[src/fts_pkg.sv]
// Package for the filename timestamp scanner: types, constants and the month length table.
package fts_pkg;

   localparam logic [11:0] YEAR_LOW_RESET  = 12'd2000;
   localparam logic [11:0] YEAR_HIGH_RESET = 12'd2999;
   localparam logic [3:0]  RUN_FULL        = 4'd14;
   localparam logic [3:0]  RUN_DATE        = 4'd8;
   localparam logic [3:0]  RUN_MAX         = 4'd15;
   localparam logic [4:0]  NOON_HOUR       = 5'd12;
   localparam int          WINDOW_WIDTH    = 56;

   typedef enum logic {
      REG_YEAR_LOW  = 1'b0,
      REG_YEAR_HIGH = 1'b1
   } reg_index_type;

   typedef struct packed {
      logic [11:0] year;
      logic [3:0]  month;
      logic [4:0]  day;
      logic [4:0]  hour;
      logic [5:0]  minute;
      logic [5:0]  second;
      logic        date_only;
   } stamp_type;

   function automatic logic [4:0] fts_month_days(input logic [3:0] month, input logic leap);
      logic [4:0] days;
      case (month)
         4'd2: begin
            days = leap ? 5'd29 : 5'd28;
         end
         4'd4, 4'd6, 4'd9, 4'd11: begin
            days = 5'd30;
         end
         default: begin
            days = 5'd31;
         end
      endcase
      return days;
   endfunction

   function automatic logic [6:0] fts_bcd2(input logic [7:0] bcd);
      return 7'({3'b0, bcd[7:4]} * 7'd10 + {3'b0, bcd[3:0]});
   endfunction

endpackage

[src/filename_timestamp_scanner.sv]
// Top level of the filename timestamp scanner: digit run tracking, date check, result register.
// Latency: a name's result word is valid in the cycle after its last character is accepted.
// Throughput: one character word per cycle while req_ready is high; the run tracker and date check are combinational.
// The input stalls only while a result word waits and rsp_ready is low.
// Reset (synchronous, active high) clears the run state, the kept match and the result
// valid flag, and sets year_low to 2000 and year_high to 2999.
module filename_timestamp_scanner (
   input  logic        clock,
   input  logic        reset,
   input  logic        req_valid,
   output logic        req_ready,
   input  logic [7:0]  req_char_code,
   input  logic        req_is_last,
   output logic        rsp_valid,
   input  logic        rsp_ready,
   output logic        rsp_found,
   output logic [11:0] rsp_year,
   output logic [3:0]  rsp_month,
   output logic [4:0]  rsp_day,
   output logic [4:0]  rsp_hour,
   output logic [5:0]  rsp_minute,
   output logic [5:0]  rsp_second,
   output logic        rsp_date_only,
   input  logic        psel,
   input  logic        penable,
   input  logic        pwrite,
   input  logic [2:0]  paddr,
   input  logic [31:0] pwdata,
   output logic [31:0] prdata,
   output logic        pready
);
   import fts_pkg::*;

   logic [11:0]             year_low_ff, year_high_ff;
   logic [WINDOW_WIDTH-1:0] window_ff, window_in;
   logic [3:0]              run_len_ff, run_len_in;
   logic                    match_ff, match_in;
   stamp_type               kept_ff, kept_in;
   logic                    rsp_valid_ff, rsp_valid_in;
   logic                    rsp_found_ff, rsp_found_in;
   stamp_type               rsp_ff, rsp_in;

   logic                    accept, is_digit, cfg_write;
   reg_index_type           cfg_index;
   logic [WINDOW_WIDTH-1:0] shifted, cand_win;
   logic [3:0]              cand_len;
   logic                    len14, len8, capture, leap, year_ok, date_ok, time_ok;
   logic [15:0]             year_bcd;
   logic [7:0]              month_bcd, day_bcd;
   logic [13:0]             year_bin;
   logic [6:0]              month_bin, day_bin, hour_bin, minute_bin, second_bin;
   logic                    lo_zero, lo_div4, hi_div4;
   logic [1:0]              lo_sum, hi_sum;
   stamp_type               cand;

   assign pready    = 1'b1;
   assign cfg_write = psel && penable && pwrite && pready;
   assign cfg_index = reg_index_type'(paddr[2]);
   assign prdata    = (cfg_index == REG_YEAR_HIGH) ? {20'b0, year_high_ff} : {20'b0, year_low_ff};

   assign req_ready = !rsp_valid_ff || rsp_ready;
   assign accept    = req_valid && req_ready;
   assign is_digit  = (req_char_code >= 8'd48) && (req_char_code <= 8'd57);
   assign shifted   = {window_ff[WINDOW_WIDTH-5:0], req_char_code[3:0]};

   // a digit on the last character is checked with itself taken in
   always_comb begin
      cand_win = is_digit ? shifted : window_ff;
      if (is_digit) begin
         cand_len = (run_len_ff == RUN_MAX) ? RUN_MAX : run_len_ff + 4'd1;
      end else begin
         cand_len = run_len_ff;
      end
      len14 = (cand_len == RUN_FULL);
      len8  = (cand_len == RUN_DATE);

      year_bcd  = len14 ? cand_win[55:40] : cand_win[31:16];
      month_bcd = len14 ? cand_win[39:32] : cand_win[15:8];
      day_bcd   = len14 ? cand_win[31:24] : cand_win[7:0];
      hour_bin   = fts_bcd2(cand_win[23:16]);
      minute_bin = fts_bcd2(cand_win[15:8]);
      second_bin = fts_bcd2(cand_win[7:0]);
      month_bin  = fts_bcd2(month_bcd);
      day_bin    = fts_bcd2(day_bcd);
      year_bin   = 14'({7'b0, fts_bcd2(year_bcd[15:8])} * 14'd100
                       + {7'b0, fts_bcd2(year_bcd[7:0])});

      // leap years straight from the BCD digits
      lo_zero = (year_bcd[7:0] == 8'h00);
      lo_sum  = {year_bcd[4], 1'b0} + year_bcd[1:0];
      hi_sum  = {year_bcd[12], 1'b0} + year_bcd[9:8];
      lo_div4 = (lo_sum == 2'd0);
      hi_div4 = (hi_sum == 2'd0);
      leap    = (lo_div4 && !lo_zero) || (lo_zero && hi_div4);

      year_ok = (year_bin >= {2'b0, year_low_ff}) && (year_bin <= {2'b0, year_high_ff})
                && (year_bin != 14'd0);
      date_ok = (month_bin >= 7'd1) && (month_bin <= 7'd12) && (day_bin >= 7'd1)
                && (day_bin <= {2'b0, fts_month_days(month_bin[3:0], leap)});
      time_ok = !len14 || ((hour_bin <= 7'd23) && (minute_bin <= 7'd59)
                && (second_bin <= 7'd59));
      capture = accept && (!is_digit || req_is_last) && !match_ff && (len14 || len8)
                && year_ok && date_ok && time_ok;

      cand.year      = year_bin[11:0];
      cand.month     = month_bin[3:0];
      cand.day       = day_bin[4:0];
      cand.hour      = len14 ? hour_bin[4:0] : NOON_HOUR;
      cand.minute    = len14 ? minute_bin[5:0] : 6'd0;
      cand.second    = len14 ? second_bin[5:0] : 6'd0;
      cand.date_only = len8;
   end

   always_comb begin
      window_in    = window_ff;
      run_len_in   = run_len_ff;
      match_in     = match_ff || capture;
      kept_in      = capture ? cand : kept_ff;
      rsp_valid_in = rsp_valid_ff && !rsp_ready;
      rsp_found_in = rsp_found_ff;
      rsp_in       = rsp_ff;
      if (accept) begin
         if (is_digit) begin
            window_in  = shifted;
            run_len_in = cand_len;
         end else begin
            window_in  = '0;
            run_len_in = '0;
         end
         if (req_is_last) begin
            rsp_valid_in = 1'b1;
            rsp_found_in = match_in;
            rsp_in       = kept_in;
            window_in    = '0;
            run_len_in   = '0;
            match_in     = 1'b0;
            kept_in      = '0;
         end
      end
   end

   always_ff @(posedge clock) begin
      if (reset) begin
         year_low_ff  <= YEAR_LOW_RESET;
         year_high_ff <= YEAR_HIGH_RESET;
         window_ff    <= '0;
         run_len_ff   <= '0;
         match_ff     <= 1'b0;
         kept_ff      <= '0;
         rsp_valid_ff <= 1'b0;
      end else begin
         if (cfg_write && cfg_index == REG_YEAR_LOW) begin
            year_low_ff <= pwdata[11:0];
         end
         if (cfg_write && cfg_index == REG_YEAR_HIGH) begin
            year_high_ff <= pwdata[11:0];
         end
         window_ff    <= window_in;
         run_len_ff   <= run_len_in;
         match_ff     <= match_in;
         kept_ff      <= kept_in;
         rsp_valid_ff <= rsp_valid_in;
      end
   end

   always_ff @(posedge clock) begin
      rsp_found_ff <= rsp_found_in;
      rsp_ff       <= rsp_in;
   end

   assign rsp_valid     = rsp_valid_ff;
   assign rsp_found     = rsp_found_ff;
   assign rsp_year      = rsp_ff.year;
   assign rsp_month     = rsp_ff.month;
   assign rsp_day       = rsp_ff.day;
   assign rsp_hour      = rsp_ff.hour;
   assign rsp_minute    = rsp_ff.minute;
   assign rsp_second    = rsp_ff.second;
   assign rsp_date_only = rsp_ff.date_only;

`ifndef NO_ASSERTIONS
   a_rsp_from_last: assert property (@(posedge clock) disable iff (reset)
      $rose(rsp_valid_ff) |-> $past(accept && req_is_last))
      else $error("result word without a last character");
   a_empty_result: assert property (@(posedge clock) disable iff (reset)
      (rsp_valid_ff && !rsp_found_ff) |-> (rsp_ff == '0))
      else $error("no match but fields not zero");
   a_date_noon: assert property (@(posedge clock) disable iff (reset)
      (rsp_valid_ff && rsp_ff.date_only) |->
      (rsp_found_ff && rsp_ff.hour == NOON_HOUR && rsp_ff.minute == 6'd0
       && rsp_ff.second == 6'd0))
      else $error("date-only match without noon time");
   a_clear_on_last: assert property (@(posedge clock) disable iff (reset)
      (accept && req_is_last) |=> (run_len_ff == 4'd0 && !match_ff && window_ff == '0))
      else $error("state not cleared after last character");
`endif

endmodule

[config.mk]
export PLATFORM = sky130hd
export DESIGN_NAME = filename_timestamp_scanner
export DESIGN_NICKNAME = d
export VERILOG_FILES = /design/src/fts_pkg.sv /design/src/filename_timestamp_scanner.sv
export SDC_FILE = /design/constraint.sdc
export NUM_CORES = 1
export LEC_CHECK = 0
export BUFFER_PORTS_ARGS = -buffer_cell sky130_fd_sc_hd__buf_2
export CAP_MARGIN = 20
export CORE_MARGIN = 4
export CORE_UTILIZATION = 50
export CTS_BUF_LIST = sky130_fd_sc_hd__clkbuf_4 sky130_fd_sc_hd__clkbuf_8
export CTS_CLUSTER_SIZE = 10
export DETAILED_ROUTE_END_ITERATION = 7
export HOLD_SLACK_MARGIN = 0.05
export PLACE_DENSITY = 0.7
export SLEW_MARGIN = 20
export SYNTH_ARGS = -nofsm -noshare
export SYNTH_HDL_FRONTEND = slang
export SYNTH_SLANG_ARGS = --single-unit
export TNS_END_PERCENT = 5
[constraint.sdc]
create_clock -name clock -period 12.2 [get_ports clock]
set_clock_uncertainty 0.2 [all_clocks]
set_input_delay 1.83 -clock clock [delete_from_list [all_inputs] [get_ports clock]]
set_output_delay 1.83 -clock clock [all_outputs]
set_load 0.05 [all_outputs]
* Word-level counts from Yosys, hierarchy flattened
Cells that the tools add are included.
** Word-level totals
- Flip-flop bits (word level) :: 165
- Output and inout bits :: 75
** Operators by class
- Reduce and logical (&&, ||, !) cells :: 40
- Equality and inequality tests :: 8
- Bitwise gates (word level) :: 1
- Magnitude comparators :: 11
- Add/subtract/negate cells :: 11
- Multiplexer cells :: 23
- Multiply operators :: 8
** Operators with widths (count)
- 56-bit two-way mux :: 3
- 39-bit two-way mux :: 3
- 7-bit by 4-bit adder with 7-bit output :: 7
- 4-bit by 3-bit multiplier with 6-bit output (second input constant) :: 7
- 1-bit logical AND :: 22
- 4-bit == test (second input constant) :: 5
- 16-bit two-way mux :: 1
- 4-bit two-way mux :: 4
- 8-bit two-way mux :: 2
- 14-bit by 7-bit adder with 14-bit output :: 1
- 14-bit by 12-bit >= comparator with 1-bit output :: 1
- 7-bit by 1-bit >= comparator with 1-bit output (second input constant) :: 2
- 14-bit by 12-bit less-or-equal comparator with 1-bit output :: 1
- 7-bit by 6-bit less-or-equal comparator with 1-bit output (second input constant) :: 2
- 14-bit nonzero test :: 1
- 7-bit by 5-bit multiplier with 12-bit output (second input constant) :: 1
- 12-bit two-way mux :: 1
- 6-bit two-way mux :: 2
- 4-bit by 3-bit == test with 1-bit output (second input constant) :: 2
- 8-bit by 6-bit >= comparator with 1-bit output (second input constant) :: 1
- 8-bit by 6-bit less-or-equal comparator with 1-bit output (second input constant) :: 1
- 8-bit zero test :: 1
- 7-bit by 4-bit less-or-equal comparator with 1-bit output (second input constant) :: 1
- 7-bit by 5-bit less-or-equal comparator with 1-bit output :: 1
- other kinds (13) :: 29

* Longest topological paths before layout
- Word-level depth :: 18
- Depth in mapped cells :: 37

* Least setup slack after synthesis
No wires, ideal clock.
- Path kind :: input port to flip-flop
- From :: input port req_char_code[6]
- To :: register rsp_ff, in the netlist rsp_month[2], data pin
- Path buffers :: 4
- Cell stages on the path :: 33
- Arrival time :: 10.060 ns
- Setup slack :: 1.680 ns
- Cells stage by stage :: nand4bb_1 > nor2_1 > a31o_2 > buf_2 > buf_1 > nand2_1 > and3_1 > a21oi_1 > ha_1 > ha_1 > xnor2_1 > ha_1 > ha_1 > inv_1 > fa_1 > inv_1 > ha_1 > or2_1 > and3_4 > or4_4 > or3_1 > xor2_1 > inv_1 > ha_1 > o21ai_0 > a211o_1 > a311oi_1 > o211ai_1 > or4_1 > or4_4 > buf_6 > buf_6 > mux2_4
** On the way
- Longest elaborated chain between the ends :: 16
** RTL lines
- from (decl) :: RTL line filename_timestamp_scanner.sv:12 : input logic [7:0] req_char_code,
- 8-bit by 6-bit >= comparator with 1-bit output / 8-bit by 6-bit less-or-equal comparator with 1-bit output (equally long branches) :: RTL line filename_timestamp_scanner.sv:63 : assign is_digit = (req_char_code >= 8'd48) && (req_char_code <= 8'd57);
- 1-bit logical AND (*) :: RTL line filename_timestamp_scanner.sv:63
- 4-bit two-way mux :: RTL line filename_timestamp_scanner.sv:69 : if (is_digit) begin
- 4-bit == test :: RTL line filename_timestamp_scanner.sv:74 : len14 = (cand_len == RUN_FULL);
- 16-bit two-way mux :: RTL line filename_timestamp_scanner.sv:77 : year_bcd = len14 ? cand_win[55:40] : cand_win[31:16];
- 4-bit by 3-bit multiplier with 6-bit output (tied with other cells) :: RTL line fts_pkg.sv:44 : return 7'({3'b0, bcd[7:4]} * 7'd10 + {3'b0, bcd[3:0]});
- 7-bit by 4-bit adder with 7-bit output (tied with other cells) :: RTL line fts_pkg.sv:44
- 7-bit by 5-bit multiplier with 12-bit output / 1-bit logical AND (equally long branches) :: RTL line filename_timestamp_scanner.sv:85, filename_timestamp_scanner.sv:94
- 14-bit by 7-bit adder with 14-bit output / 1-bit logical OR (equally long branches) :: RTL line filename_timestamp_scanner.sv:86, filename_timestamp_scanner.sv:94
- 14-bit by 12-bit >= comparator with 1-bit output (tied with other cells) :: RTL line filename_timestamp_scanner.sv:96 : year_ok = (year_bin >= {2'b0, year_low_ff}) && (year_bin <= {2'b0, year_high_ff})
- 1-bit logical AND / 2-bit one-hot mux with 2 select lines (equally long branches) :: RTL line filename_timestamp_scanner.sv:96, fts_pkg.sv:29
- 1-bit logical AND / 7-bit by 5-bit less-or-equal comparator with 1-bit output (equally long branches) :: RTL line filename_timestamp_scanner.sv:97, filename_timestamp_scanner.sv:99
- 1-bit logical AND (on tied branches) :: RTL line filename_timestamp_scanner.sv:103, filename_timestamp_scanner.sv:99
- 1-bit logical AND (2 in a row) :: RTL line filename_timestamp_scanner.sv:103 : && year_ok && date_ok && time_ok;
- 39-bit two-way mux (*) :: RTL line filename_timestamp_scanner.sv:118 : kept_in = capture ? cand : kept_ff;
- to (signal assigned) :: RTL line filename_timestamp_scanner.sv:168 : rsp_ff <= rsp_in;
- to (decl) :: RTL line filename_timestamp_scanner.sv:41 : stamp_type rsp_ff, rsp_in;
Mark *: on every way between the ends. The rest lies on a longest branch, timed or not.
A chain may end at the register's enable or synchronous reset.

* Final worst setup path
- From :: input port req_char_code[6]
- To :: register rsp_ff, in the netlist rsp_hour[0], data pin
Same word-level chain as after synthesis.

==> run metrics <==
initial antenna violation count 0; DRC 0; Worst Path Required 12.21 ns; setup TNS 0 ns; gpl congestion 0.888; Netlist cell types 76; First DRT Iteration DRCs 734; slowest stage delay, CP 0.55 ns; fin. max-slew vios 0; Synth Area in XOR/XNOR 0.0394; mapped cell area 11500 um2; Hold Buf Count CTS 0; DRT Pass-1 Iters 5; final setup vio count 0; CP Class in -> reg; Rel. slew slack 0.326; ys async rst share 0; clk buf depth 2; R2R cell count 33; Peak VDD IR 67.3 uV; Synth Area in Simple Gates 0.194; # rows 55; Core Area 22600 um2; sequential area share after synthesis 0.323; Post-synth EDFFs 40; hold path depth 2; Compound-Gate Fraction of Synth Area 0.143; Worst-Margin Slew 1.01 ns; CP max FO 65; Yosys warnings 0; first-pass GRT wire length 45700 um; max-cap violations 0; area of the multi-input gates 7110 um2; die width 159 um; chip height 159 um; Antenna Cells 0; register bit total from synthesis 165; largest net degree at the start of global routing 88; fin crit period 11.07 ns; vias in the first global route 8993; signal arrival time at the worst endpoint 11.07 ns; wirelength, routed 27900 um; critical path capture point type register; Hold Crit Class reg -> reg; ys flop type dfxtp_1; H-Tree Depth 4; post_cts resized 0; pwr dens 95.1 nW/um2; I/O pins 126; post-DR vias/cell 5.76; Avg Cell Area, Syn 8.60 um2; CTS tree built; Post-Syn Instances 1331; vias 9610; WL/cell 16.7 um; die footprint 25400 um2; Skew-Pair Late Insertion Delay 0.46 ns; grt total ovfl 0; Root Driver clkbuf_8; Detailed Place HPWL 20400 um; status completed; CP Launch Type primary input; fraction of layout instances using a drive strength above 1 0.130; Worst-path clk slew 0.10 ns; Register Area 3700 um2; Max stage delay cell, worst path or4_1; Tot Pwr 1.18 mW; area grow syn2layout 8.75%; mux cell area share after synthesis 0.0971; leakage 5.33 nW; Fin. Hold Viols 0; RSZ-0062 raised after global routing false; largest family of logic cells by synthesized area simple AND/OR/NAND/NOR gates; Starting Density 0.507; CTS Sinks 165; period utilization 0.907; Fillers 2054; total CTS buffers 17; layout net count 1537; remaining antenna violation count after routing 0; Post-CTS Setup Inserts 0; Buffers on Ports 82; Hold WS 0.259 ns; area share of fa/ha/maj cells after synthesis 0.137; total global-route track usage 0.217; most frequent cell on the critical path inv_1; Fmax achieved 0.0904 GHz
==> Yosys cell counts, drive strengths merged (26+ instances only) <==
master	n	area [um2]
nor2	140	526
xor2	26	228
a22oi	57	428
mux2i	71	714
mux2	32	375
buf	44	293
clkbuf	49	184
inv	73	274
dfxtp	125	2500
o21ai	31	166
a21oi	46	234
ha	100	1250
edfxtp	40	1200
nand2	223	845
==> path summary, 6_finish.rpt <==
kind	from	end	slack, ns
max reg2reg	run_len_ff[1]	rsp_hour[0]	1.80
max	req_char_code[6]	rsp_hour[0]	1.13
min reg2reg	kept_ff[19]	kept_ff[19]	0.26
min	kept_ff[19]	kept_ff[19]	0.26
==> report_power, final <==
group	total [mW]	leakage [nW]	internal [mW]	switching, mW
Combinational	0.118	3.69	0.0261	0.0916
Clock	0.500	0.249	0.271	0.229
Sequential	0.567	1.40	0.565	0.00220
Total	1.18	5.33	0.862	0.323
==> cell families after synthesis <==
| family | after synthesis |
|---|---|
| AND/OR/NAND/NOR | 490 |
| AO/OA/AOI/OAI | 238 |
| buffers and inverters | 166 |
| flip-flops | 165 |
| adder cells (fa/ha/maj) | 116 |
| multiplexers | 104 |
| XOR/XNOR | 50 |
| other | 2 |
==> state kept, by name, indices dropped and copies added, names as in the netlist, 4 cells and up <==
name,count
rsp_second,6
run_len_ff,4
year_high_ff,12
rsp_hour,5
year_low_ff,12
window_ff,56
rsp_year,12
rsp_month,4
rsp_day,5
rsp_minute,6
kept_ff,39
==> per-stage QoR <==
stage,worst slack [ns],utilization,std cells,cell area (um2)
2_1_floorplan,1.68,-,1350,11500
3_3_place_gp,0.918,0.530,1636,12000
3_5_place_dp,0.853,0.530,1636,12000
4_1_cts,1.32,0.552,1668,12500
5_1_grt,0.679,0.552,1668,12500
6_report,1.13,0.552,1668,12500
==> metal layers <==
layer	global-route usage	vias to the layer above	part of all wire
li1	-	4724	-
met1	0.310	4525	0.47
met2	0.335	303	0.44
met3	0.0326	58	0.060
met4	0.0805	0	0.031
met5	0	-	0
==> cell usage in the layout (no fill, tap or decap), types with 40 or more instances in the layout <==
cell type and count:
buf_2 82, inv_1 73, nor2_1 137, edfxtp_1 40
nand2_1 221, dfxtp_1 125, a22oi_1 57, ha_1 100
a21oi_1 45, mux2i_1 70
==> worst max-delay path, delay by kind of cell <==
kind                       cells  cell delay, ns
muxes                          1            0.40
xor gates and xnor gates       3            0.60
adders and majority gates      5            1.72
AOI/OAI and AO/OA              8            2.42
buffers and inverters          6            0.88
and+or+nand+nor               10            3.15
==> area by class of cell <==
class,count,share of cell area
clock inverter,15,0.0210
sequential,165,0.297
timing repair buffer,94,0.0412
tap,285,0.0286
multi-input combinational,1019,0.571
inverter,73,0.0220
clock buffer,17,0.0188
Power figures use the tool's default switching activity.
